===== src/rtl/core/ata_pio_pkg.sv =====
`timescale 1ns / 1ps
`default_nettype none

package ata_pio_pkg;

	localparam int WORDS_PER_SECTOR = 256;
	localparam int MAX_SECTORS      = 255;
	localparam int DELAY_READS      = 4;
	localparam int MAX_RESULTS      = 8;

	localparam int IN_TDATA_W  = 64;
	localparam int IN_TUSER_W  = 2;
	localparam int OUT_TDATA_W = 40;
	localparam int OUT_TUSER_W = 3;
	localparam int CFG_ADDR_W  = 2;
	localparam int CFG_DATA_W  = 28;

	localparam logic [19:0] POLL_LIMIT_RST = 20'd1000000;

	localparam logic [1:0] CMD_START  = 2'd0;
	localparam logic [1:0] CMD_STATUS = 2'd1;
	localparam logic [1:0] CMD_WORD   = 2'd2;

	localparam logic [1:0] REG_CAPACITY = 2'd0;
	localparam logic [1:0] REG_DRIVE    = 2'd1;
	localparam logic [1:0] REG_POLL     = 2'd2;

	localparam logic [2:0] ACT_REG_WR   = 3'd0;
	localparam logic [2:0] ACT_STAT_RD  = 3'd1;
	localparam logic [2:0] ACT_WORD_RD  = 3'd2;
	localparam logic [2:0] ACT_WORD_WR  = 3'd3;
	localparam logic [2:0] ACT_COMPLETE = 3'd4;

	localparam logic [3:0] PORT_DATA     = 4'd0;
	localparam logic [3:0] PORT_FEATURES = 4'd1;
	localparam logic [3:0] PORT_DEVHEAD  = 4'd6;
	localparam logic [3:0] PORT_CMD      = 4'd7;
	localparam logic [3:0] PORT_ALTSTAT  = 4'd8;

	localparam logic [7:0] ST_BSY = 8'h80;
	localparam logic [7:0] ST_DF  = 8'h20;
	localparam logic [7:0] ST_DRQ = 8'h08;
	localparam logic [7:0] ST_ERR = 8'h01;

	localparam logic [7:0] ATA_READ  = 8'h20;
	localparam logic [7:0] ATA_WRITE = 8'h30;
	localparam logic [7:0] ATA_FLUSH = 8'hE7;
	localparam logic [7:0] DEVHEAD_LBA = 8'hE0;

	localparam logic [2:0] PH_IDLE    = 3'd0;
	localparam logic [2:0] PH_SELWAIT = 3'd1;
	localparam logic [2:0] PH_DRQWAIT = 3'd2;
	localparam logic [2:0] PH_DATA    = 3'd3;
	localparam logic [2:0] PH_FLUSH   = 3'd4;

	localparam logic [2:0] RUN_FIN   = 3'd0;
	localparam logic [2:0] RUN_START = 3'd1;
	localparam logic [2:0] RUN_TASK  = 3'd2;
	localparam logic [2:0] RUN_POLL  = 3'd3;
	localparam logic [2:0] RUN_DATA  = 3'd4;

	localparam logic [1:0] TAIL_NONE  = 2'd0;
	localparam logic [1:0] TAIL_NEXT  = 2'd1;
	localparam logic [1:0] TAIL_FLUSH = 2'd2;
	localparam logic [1:0] TAIL_DONE  = 2'd3;

	localparam int LEN_START_I = (DELAY_READS + 2 > MAX_RESULTS) ? MAX_RESULTS : DELAY_READS + 2;
	localparam int LEN_FLUSH_I = (DELAY_READS + 3 > MAX_RESULTS) ? MAX_RESULTS : DELAY_READS + 3;
	localparam logic [3:0] LEN_START = 4'(LEN_START_I);
	localparam logic [3:0] LEN_FLUSH = 4'(LEN_FLUSH_I);
	localparam logic [3:0] LEN_TASK  = 4'd7;
	localparam logic [3:0] LEN_ONE   = 4'd1;
	localparam logic [3:0] DLY_LAST  = 4'(DELAY_READS);

	typedef struct packed {
		logic [2:0]  kind;
		logic [1:0]  tail;
		logic [3:0]  len;
		logic [15:0] value;
		logic [7:0]  sector;
		logic        err;
		logic [7:0]  done;
		logic [23:0] lba;
		logic [7:0]  cnt;
		logic        wr;
	} run_t;

endpackage

`default_nettype wire


===== src/rtl/core/ata_pio_sector_transfer.sv =====
`timescale 1ns / 1ps
`default_nettype none
// Results of an accepted request are registered and appear in the cycle after it is accepted.
// A request produces 1 to 7 results, held while m_axis_tready is low; the next request is
// taken in the cycle the final result of the run is taken, and a request producing no
// result leaves the output empty. The run register and its step counter set this.
// Reset (arst_n low, asynchronous): phase idle, counters zero, output empty,
// capacity 0, drive 0, poll limit 1000000.
module ata_pio_sector_transfer (
	input  wire                                   clk,
	input  wire                                   arst_n,
	input  wire                                   cfg_wen,
	input  wire [ata_pio_pkg::CFG_ADDR_W-1:0]     cfg_addr,
	input  wire [ata_pio_pkg::CFG_DATA_W-1:0]     cfg_wdata,
	input  wire                                   s_axis_tvalid,
	output logic                                  s_axis_tready,
	// lba[27:0], count[36:28], write[37], status[45:38], word[61:46], zero fill
	input  wire [ata_pio_pkg::IN_TDATA_W-1:0]     s_axis_tdata,
	// cmd[1:0]
	input  wire [ata_pio_pkg::IN_TUSER_W-1:0]     s_axis_tuser,
	output logic                                  m_axis_tvalid,
	input  wire                                   m_axis_tready,
	// port[3:0], value[19:4], sector[27:20], error[28], done_count[36:29], zero fill
	output logic [ata_pio_pkg::OUT_TDATA_W-1:0]   m_axis_tdata,
	// action[2:0]
	output logic [ata_pio_pkg::OUT_TUSER_W-1:0]   m_axis_tuser,
	output logic                                  m_axis_tlast
);
	import ata_pio_pkg::*;

	logic [27:0] cap_q;
	logic        drv_q;
	logic [19:0] plim_q;

	logic [2:0]  phase_q, phase_d;
	logic [27:0] lba_q, lba_d;
	logic [7:0]  total_q, total_d;
	logic        wr_q, wr_d;
	logic [7:0]  sector_q, sector_d;
	logic [7:0]  word_idx_q, word_idx_d;
	logic [19:0] poll_q, poll_d;

	run_t        run_q, run_d;
	logic        run_valid_q;
	logic [2:0]  step_q;
	logic        load;

	logic [1:0]  in_cmd;
	logic [27:0] in_lba;
	logic [8:0]  in_cnt;
	logic        in_wr;
	logic [7:0]  in_st;
	logic [15:0] in_word;

	logic        in_acc, out_acc, out_last;
	logic [19:0] poll_inc, poll_lim;
	logic        poll_exp;
	logic [27:0] room;
	logic        bad_range;
	logic [7:0]  sector_inc;
	logic        word_wrap;

	assign in_cmd  = s_axis_tuser[1:0];
	assign in_lba  = s_axis_tdata[27:0];
	assign in_cnt  = s_axis_tdata[36:28];
	assign in_wr   = s_axis_tdata[37];
	assign in_st   = s_axis_tdata[45:38];
	assign in_word = s_axis_tdata[61:46];

	assign out_last      = ({1'b0, step_q} + 4'd1) >= run_q.len;
	assign m_axis_tvalid = run_valid_q;
	assign m_axis_tlast  = out_last;
	assign out_acc       = run_valid_q && m_axis_tready;
	assign s_axis_tready = !run_valid_q || (m_axis_tready && out_last);
	assign in_acc        = s_axis_tvalid && s_axis_tready;

	assign poll_inc   = poll_q + 20'd1;
	assign poll_lim   = (plim_q == 20'd0) ? 20'd1 : plim_q;
	assign poll_exp   = poll_inc >= poll_lim;
	assign room       = cap_q - in_lba;
	assign bad_range  = (in_lba >= cap_q) || ({19'd0, in_cnt} > room) ||
	                    (in_cnt > 9'(MAX_SECTORS));
	assign sector_inc = sector_q + 8'd1;
	assign word_wrap  = ({1'b0, word_idx_q} + 9'd1) >= 9'(WORDS_PER_SECTOR);

	always_comb begin
		phase_d    = phase_q;
		lba_d      = lba_q;
		total_d    = total_q;
		wr_d       = wr_q;
		sector_d   = sector_q;
		word_idx_d = word_idx_q;
		poll_d     = poll_q;
		load       = 1'b0;
		run_d      = '0;
		run_d.lba  = lba_q[23:0];
		run_d.cnt  = total_q;
		run_d.wr   = wr_q;
		run_d.len  = LEN_ONE;
		if (in_cmd == CMD_START && phase_q == PH_IDLE) begin
			load = 1'b1;
			if (in_cnt == 9'd0) begin
				run_d.kind = RUN_FIN;
			end else if (bad_range) begin
				run_d.kind = RUN_FIN;
				run_d.err  = 1'b1;
			end else begin
				lba_d      = in_lba;
				total_d    = in_cnt[7:0];
				wr_d       = in_wr;
				sector_d   = 8'd0;
				word_idx_d = 8'd0;
				poll_d     = 20'd0;
				phase_d    = PH_SELWAIT;
				run_d.kind = RUN_START;
				run_d.len  = LEN_START;
				run_d.value = {8'd0, DEVHEAD_LBA | {3'd0, drv_q, in_lba[27:24]}};
			end
		end else if (in_cmd == CMD_STATUS && phase_q == PH_SELWAIT) begin
			load = 1'b1;
			if ((in_st & ST_BSY) == 8'd0) begin
				poll_d     = 20'd0;
				phase_d    = PH_DRQWAIT;
				run_d.kind = RUN_TASK;
				run_d.len  = LEN_TASK;
			end else begin
				poll_d = poll_inc;
				if (poll_exp) begin
					phase_d    = PH_IDLE;
					run_d.kind = RUN_FIN;
					run_d.err  = 1'b1;
				end else begin
					run_d.kind = RUN_POLL;
				end
			end
		end else if (in_cmd == CMD_STATUS && phase_q == PH_DRQWAIT) begin
			if ((in_st & (ST_ERR | ST_DF)) != 8'd0) begin
				load       = 1'b1;
				phase_d    = PH_IDLE;
				run_d.kind = RUN_FIN;
				run_d.err  = (sector_q == 8'd0);
				run_d.done = sector_q;
			end else if ((in_st & ST_BSY) == 8'd0 && (in_st & ST_DRQ) != 8'd0) begin
				word_idx_d = 8'd0;
				phase_d    = PH_DATA;
			end else begin
				load   = 1'b1;
				poll_d = poll_inc;
				if (poll_exp) begin
					phase_d    = PH_IDLE;
					run_d.kind = RUN_FIN;
					run_d.err  = (sector_q == 8'd0);
					run_d.done = sector_q;
				end else begin
					run_d.kind = RUN_POLL;
				end
			end
		end else if (in_cmd == CMD_WORD && phase_q == PH_DATA) begin
			load         = 1'b1;
			run_d.kind   = RUN_DATA;
			run_d.value  = in_word;
			run_d.sector = sector_q;
			run_d.tail   = TAIL_NONE;
			if (word_wrap) begin
				word_idx_d = 8'd0;
				sector_d   = sector_inc;
				run_d.len  = LEN_START;
				if (sector_inc >= total_q) begin
					if (wr_q) begin
						poll_d     = 20'd0;
						phase_d    = PH_FLUSH;
						run_d.tail = TAIL_FLUSH;
						run_d.len  = LEN_FLUSH;
					end else begin
						phase_d    = PH_IDLE;
						run_d.tail = TAIL_DONE;
						run_d.done = total_q;
					end
				end else begin
					poll_d     = 20'd0;
					phase_d    = PH_DRQWAIT;
					run_d.tail = TAIL_NEXT;
				end
			end else begin
				word_idx_d = word_idx_q + 8'd1;
			end
		end else if (in_cmd == CMD_STATUS && phase_q == PH_FLUSH) begin
			load = 1'b1;
			if ((in_st & ST_BSY) != 8'd0) begin
				poll_d = poll_inc;
			end
			if ((in_st & ST_BSY) == 8'd0 || poll_exp) begin
				phase_d    = PH_IDLE;
				run_d.kind = RUN_FIN;
				run_d.done = total_q;
			end else begin
				run_d.kind = RUN_POLL;
			end
		end
	end

	always_ff @(posedge clk or negedge arst_n) begin
		if (!arst_n) begin
			cap_q  <= '0;
			drv_q  <= 1'b0;
			plim_q <= POLL_LIMIT_RST;
		end else if (cfg_wen) begin
			unique case (cfg_addr)
				REG_CAPACITY: cap_q  <= cfg_wdata;
				REG_DRIVE:    drv_q  <= cfg_wdata[0];
				REG_POLL:     plim_q <= cfg_wdata[19:0];
				default:      ;
			endcase
		end
	end

	always_ff @(posedge clk or negedge arst_n) begin
		if (!arst_n) begin
			phase_q    <= PH_IDLE;
			lba_q      <= '0;
			total_q    <= '0;
			wr_q       <= 1'b0;
			sector_q   <= '0;
			word_idx_q <= '0;
			poll_q     <= '0;
		end else if (in_acc) begin
			phase_q    <= phase_d;
			lba_q      <= lba_d;
			total_q    <= total_d;
			wr_q       <= wr_d;
			sector_q   <= sector_d;
			word_idx_q <= word_idx_d;
			poll_q     <= poll_d;
		end
	end

	always_ff @(posedge clk or negedge arst_n) begin
		if (!arst_n) begin
			run_valid_q <= 1'b0;
			step_q      <= '0;
		end else if (in_acc) begin
			run_valid_q <= load;
			step_q      <= '0;
		end else if (out_acc) begin
			if (out_last) begin
				run_valid_q <= 1'b0;
				step_q      <= '0;
			end else begin
				step_q <= step_q + 3'd1;
			end
		end
	end

	always_ff @(posedge clk) begin
		if (in_acc && load) begin
			run_q <= run_d;
		end
	end

	logic [3:0]  s4;
	logic [2:0]  r_act;
	logic [3:0]  r_port;
	logic [15:0] r_val;
	logic [7:0]  r_sec;
	logic        r_err;
	logic [7:0]  r_done;

	assign s4 = {1'b0, step_q};

	always_comb begin
		r_act  = ACT_STAT_RD;
		r_port = PORT_CMD;
		r_val  = '0;
		r_sec  = '0;
		r_err  = 1'b0;
		r_done = '0;
		unique case (run_q.kind)
			RUN_FIN: begin
				r_act  = ACT_COMPLETE;
				r_port = PORT_DATA;
				r_err  = run_q.err;
				r_done = run_q.done;
			end
			RUN_START: begin
				if (s4 == 4'd0) begin
					r_act  = ACT_REG_WR;
					r_port = PORT_DEVHEAD;
					r_val  = run_q.value;
				end else if (s4 <= DLY_LAST) begin
					r_port = PORT_ALTSTAT;
				end
			end
			RUN_TASK: begin
				if (s4 < 4'd6) begin
					r_act  = ACT_REG_WR;
					r_port = (s4 == 4'd5) ? PORT_CMD : PORT_FEATURES + s4;
					case (step_q)
						3'd1:    r_val = {8'd0, run_q.cnt};
						3'd2:    r_val = {8'd0, run_q.lba[7:0]};
						3'd3:    r_val = {8'd0, run_q.lba[15:8]};
						3'd4:    r_val = {8'd0, run_q.lba[23:16]};
						3'd5:    r_val = {8'd0, run_q.wr ? ATA_WRITE : ATA_READ};
						default: r_val = '0;
					endcase
				end
			end
			RUN_POLL: ;
			RUN_DATA: begin
				if (s4 == 4'd0) begin
					r_act  = run_q.wr ? ACT_WORD_WR : ACT_WORD_RD;
					r_port = PORT_DATA;
					r_val  = run_q.value;
					r_sec  = run_q.sector;
				end else if (s4 <= DLY_LAST) begin
					r_port = PORT_ALTSTAT;
				end else if (s4 == DLY_LAST + 4'd1) begin
					if (run_q.tail == TAIL_FLUSH) begin
						r_act = ACT_REG_WR;
						r_val = {8'd0, ATA_FLUSH};
					end else if (run_q.tail == TAIL_DONE) begin
						r_act  = ACT_COMPLETE;
						r_port = PORT_DATA;
						r_done = run_q.done;
					end
				end
			end
			default: ;
		endcase
	end

	assign m_axis_tdata = {3'd0, r_done, r_err, r_sec, r_val, r_port};
	assign m_axis_tuser = r_act;

`ifndef SYNTHESIS
	a_step_in_run: assert property (@(posedge clk) disable iff (!arst_n)
		run_valid_q |-> (s4 < run_q.len))
		else $error("step counter ran past the run length");
	a_accept_free: assert property (@(posedge clk) disable iff (!arst_n)
		in_acc |-> (!run_valid_q || (out_acc && out_last)))
		else $error("request taken while a run is still being delivered");
	a_err_no_done: assert property (@(posedge clk) disable iff (!arst_n)
		(m_axis_tvalid && m_axis_tuser == ACT_COMPLETE && m_axis_tdata[28])
		|-> (m_axis_tdata[36:29] == 8'd0))
		else $error("failed completion reports sectors done");
	a_sector_range: assert property (@(posedge clk) disable iff (!arst_n)
		(phase_q == PH_DATA || phase_q == PH_DRQWAIT) |-> (sector_q < total_q))
		else $error("sector index beyond transfer length");
`endif

endmodule

`default_nettype wire


===== config.mk =====
export PLATFORM = sky130hd
export DESIGN_NAME = ata_pio_sector_transfer
export DESIGN_NICKNAME = d
export VERILOG_FILES = /design/src/rtl/core/ata_pio_pkg.sv /design/src/rtl/core/ata_pio_sector_transfer.sv
export SDC_FILE = /design/constraint.sdc
export NUM_CORES = 1
export LEC_CHECK = 0
export ABC_CLOCK_PERIOD_IN_PS = 4200
export BUFFER_PORTS_ARGS = -buffer_cell sky130_fd_sc_hd__buf_2
export CORE_MARGIN = 4
export CORE_UTILIZATION = 30
export CTS_CLUSTER_DIAMETER = 30
export DETAILED_ROUTE_END_ITERATION = 12
export GPL_ROUTABILITY_DRIVEN = 0
export PLACE_DENSITY_LB_ADDON = 0.12
export SLEW_MARGIN = 5
export SYNTH_ARGS = -nofsm -noshare
export SYNTH_HDL_FRONTEND = slang
export SYNTH_SLANG_ARGS = --single-unit

===== constraint.sdc =====
create_clock -name clk -period 4.2 [get_ports clk]
set_clock_uncertainty 0.15 [all_clocks]
set_input_delay 0.84 -clock clk [delete_from_list [all_inputs] [get_ports clk]]
set_output_delay 0.84 -clock clk [all_outputs]
set_load 0.02 [all_outputs]

==> flow_summary.yaml <==
clock_tree:
  ctsHtreeMaxLevel: 4
  cts_made_buffers: 17
  cts_tree: "built"
  clk_pin_slew_ns: 0.07
  clock_latency_ns: 0.46
  cts.sinks: 198
  hold_buffers: 0
  clock_path_buffers: 2
  cts_root_buffer: "clkbuf_16"
yosys:
  yosys_warnings: 0
  synth_flop_cell: "dfrtp_1"
  synth.area.top_cells: "dfrtp_1 (24%), edfxtp_1 (18%), ha_1 (8.2%)"
  synth_top_area_share: 0.244
  yosysTopAreaCell: "dfrtp_1"
  synthArstFlopShare: 0.631
  synth_area_um2: 12100
  netlist_instances: 1198
  synth_edf_count: 73
  synth_cell_type_count: 80
  ys_seq_area_frac: 0.441
  syn_area_per_cell_um2: 10.1
  ys_ff_latch: 198
die:
  die-area_um2: 43600
  die_width_um: 209
  std_cell_rows: 73
  boundaryPins: 147
  die_h_um: 209
  core-area_um2: 39800
  start_util: 0.304
placed_design:
  dp_hpwl_mm: 29.2
  numPortBuffers: 137
  placed_cell_area_um2: 14500
pwr:
  power_density_nw_per_um2: 524
  p_leak_nw: 7.53
  ir_worst_vdd_mv: 0.336
layout:
  nets: 1669
  drive_gt1_frac: 0.340
  final_common_cell: "buf_4"
  area_growth_pct: 31.9
  most-common-layout-cells: "buf_4 (164), buf_2 (132), dfrtp_1 (116)"
  final.fill_count: 3983
  stdcell_area_um2: 15900
sta:
  post-route-min-period_ns: 4.41
  fin_crit_sh: 1.05
  rsz0062_at_grt: "yes"
  worst_slew_pin_slew_ns: 1.25
  setup_violations: 72
  fmax_mhz: 227
  hold_viol: 0
  holdWs_ns: 0.302
  layout_setup_ws_ns: -0.215
  slew_viol_final: 0
  maxSlewHeadroom: 0.155
global_route:
  grt_max_degree: 62
  grt_pass1_vias: 10000
  grt_overflow: 0
  grt_pass1_wl_mm: 58.8
  grt_util_all_layers: 0.173
  antenna_found_initial: 1
hold_path:
  hold_path_class: "reg -> reg"
  hold_path_end: "run_q[16]$_DFFE_PP_"
  hold_path_startpoint: "lba_q[7]$_DFFE_PN0P_"
  hold_depth: 0
worst_setup_path:
  regToRegSetupSlack_ns: -0.16
  end_kind: "flip-flop"
  path_max_fanout: 8
  worstRegToRegCells: 23
  crit_arrival_ns: 4.60
  critPathKind: "in -> reg"
  timing.rr.end: "lba_q[21]$_DFFE_PN0P_"
  worstPathRequired_ns: 4.38
  regToRegStartpoint: "cap_q[0]$_DFFE_PN0P_"
  cp-start-kind: "input port"
routing:
  routedWlPerCell_um: 18.9
  remaining_drc_errors: 0
  dr.pass1.iters: 7
  vias: 10000
  drt_iter0_drc: 574
  avgViaCountPerCell: 4.94
  postRouteAntennaNets: 0
  drt_wl_total_mm: 38.3
status:
  status: "finished with violations"
  failed_checks: "setup timing"
flow_run:
  drv_cap: 0
[stage by stage]
stage	std cells	setup TNS, ns	power (mW)	worst slack [ns]	util
4_1_cts	2020	-5.83	8.28	-0.164	0.393
5_1_grt	2027	-20.84	8.99	-0.357	0.400
3_3_place_gp	1969	-55.07	6.35	-0.724	0.365
2_1_floorplan	1200	-9.60	5.08	-0.210	-
3_5_place_dp	1969	-56.50	6.41	-0.778	0.365
6_report	2027	-10.04	8.36	-0.215	0.400
[synthesized netlist by cell type (16+ instances only)]
| library cell | n |
|---|---|
| a22oi_1 | 16 |
| xnor2_1 | 26 |
| dfrtp_1 | 118 |
| o21ai_0 | 53 |
| nor2_1 | 61 |
| and2_1 | 42 |
| and3_1 | 19 |
| nand4_1 | 19 |
| nor2b_1 | 16 |
| clkbuf_1 | 33 |
| nand2_1 | 92 |
| a21o_1 | 25 |
| nand3_1 | 29 |
| ha_1 | 79 |
| a21oi_1 | 55 |
| a22o_1 | 18 |
| inv_1 | 113 |
| mux2i_1 | 25 |
| mux2_2 | 81 |
| edfxtp_1 | 73 |
| nor3_1 | 29 |
[routing by layer]
layer | up-vias | track usage | part of all wire
li1 | 4908 | - | -
met1 | 4883 | 0.242 | 0.48
met2 | 177 | 0.279 | 0.47
met3 | 38 | 0.0288 | 0.032
met4 | 0 | 0.0452 | 0.019
met5 | - | 0 | 0
[how the worst max path moves through the flow]
stage,startpoint,endpoint,cells after the start
floorplan,s_axis_tdata[0],lba_q[21]$_DFFE_PN0P_,13
global placement,s_axis_tdata[0],lba_q[18]$_DFFE_PN0P_,14
detailed placement,s_axis_tdata[0],poll_q[12]$_DFFE_PN0P_,15
CTS,s_axis_tdata[0],lba_q[21]$_DFFE_PN0P_,17
global route,s_axis_tdata[2],lba_q[22]$_DFFE_PN0P_,23
finish,s_axis_tdata[0],lba_q[21]$_DFFE_PN0P_,23
[timing repair]
item	CTS	global route
pin swaps	11	36
endpoints found under the setup margin	84	93
cloned	7	0
buffers inserted	12	7
hold endpoints to repair	0	0
gates resized for setup	52	64
[state kept, by name, indices dropped and copies added, names as in the netlist]
register / count
run_q: 73
wr_q: 1
poll_q: 20
sector_q: 8
cap_q: 28
m_axis_tvalid: 1
drv_q: 1
plim_q: 20
step_q: 3
lba_q: 24
word_idx_q: 8
total_q: 8
phase_q: 3
[power breakdown]
group          total, mW  internal [mW]  switching, mW  leakage [nW]
logic               3.71           1.77           1.94          5.06
clock network       1.66          0.821          0.835         0.281
registers           2.99           2.57          0.421          2.18
total               8.36           5.16           3.20          7.53
[cells by family after synthesis]
family | after synthesis | share of synthesized area
adder cells (fa/ha/maj) | 80 | 0.0834
AND/OR/NAND/NOR | 360 | 0.153
XOR/XNOR | 36 | 0.0261
multiplexers | 109 | 0.0989
buffers and inverters | 162 | 0.0543
flip-flops | 198 | 0.441
other | 1 | 0.000310
AO/OA/AOI/OAI | 252 | 0.143
[critical path: stages]
cell and delay (ns):
buf_8 0.11, ha_4 0.15, fa_2 0.34, nand2b_4 0.16, a21o_4 0.22, a21oi_2 0.15
xnor2_1 0.08, ha_1 0.30, nand2_2 0.08, buf_4 0.14, buf_4 0.12, o21ai_0 0.14
a21oi_1 0.08, a311oi_1 0.26, and4_1 0.23, nand4_1 0.12, buf_6 0.17, nor2_4 0.12
nor4_4 0.06, buf_6 0.14, buf_12 0.14, buf_16 0.15, mux2_4 0.29
[layout make-up]
cell class	count	area, µm²	area share
diodes	1	2.50	0.000157
clock buffers	18	450	0.0282
clock inverters	14	138	0.00863
inverters	114	430	0.0270
multi-input cells	840	6640	0.417
flip-flops and latches	198	5330	0.334
well taps	525	657	0.0412
repair buffers	317	2290	0.144
Note: power is estimated with default switching activity, not from simulation.
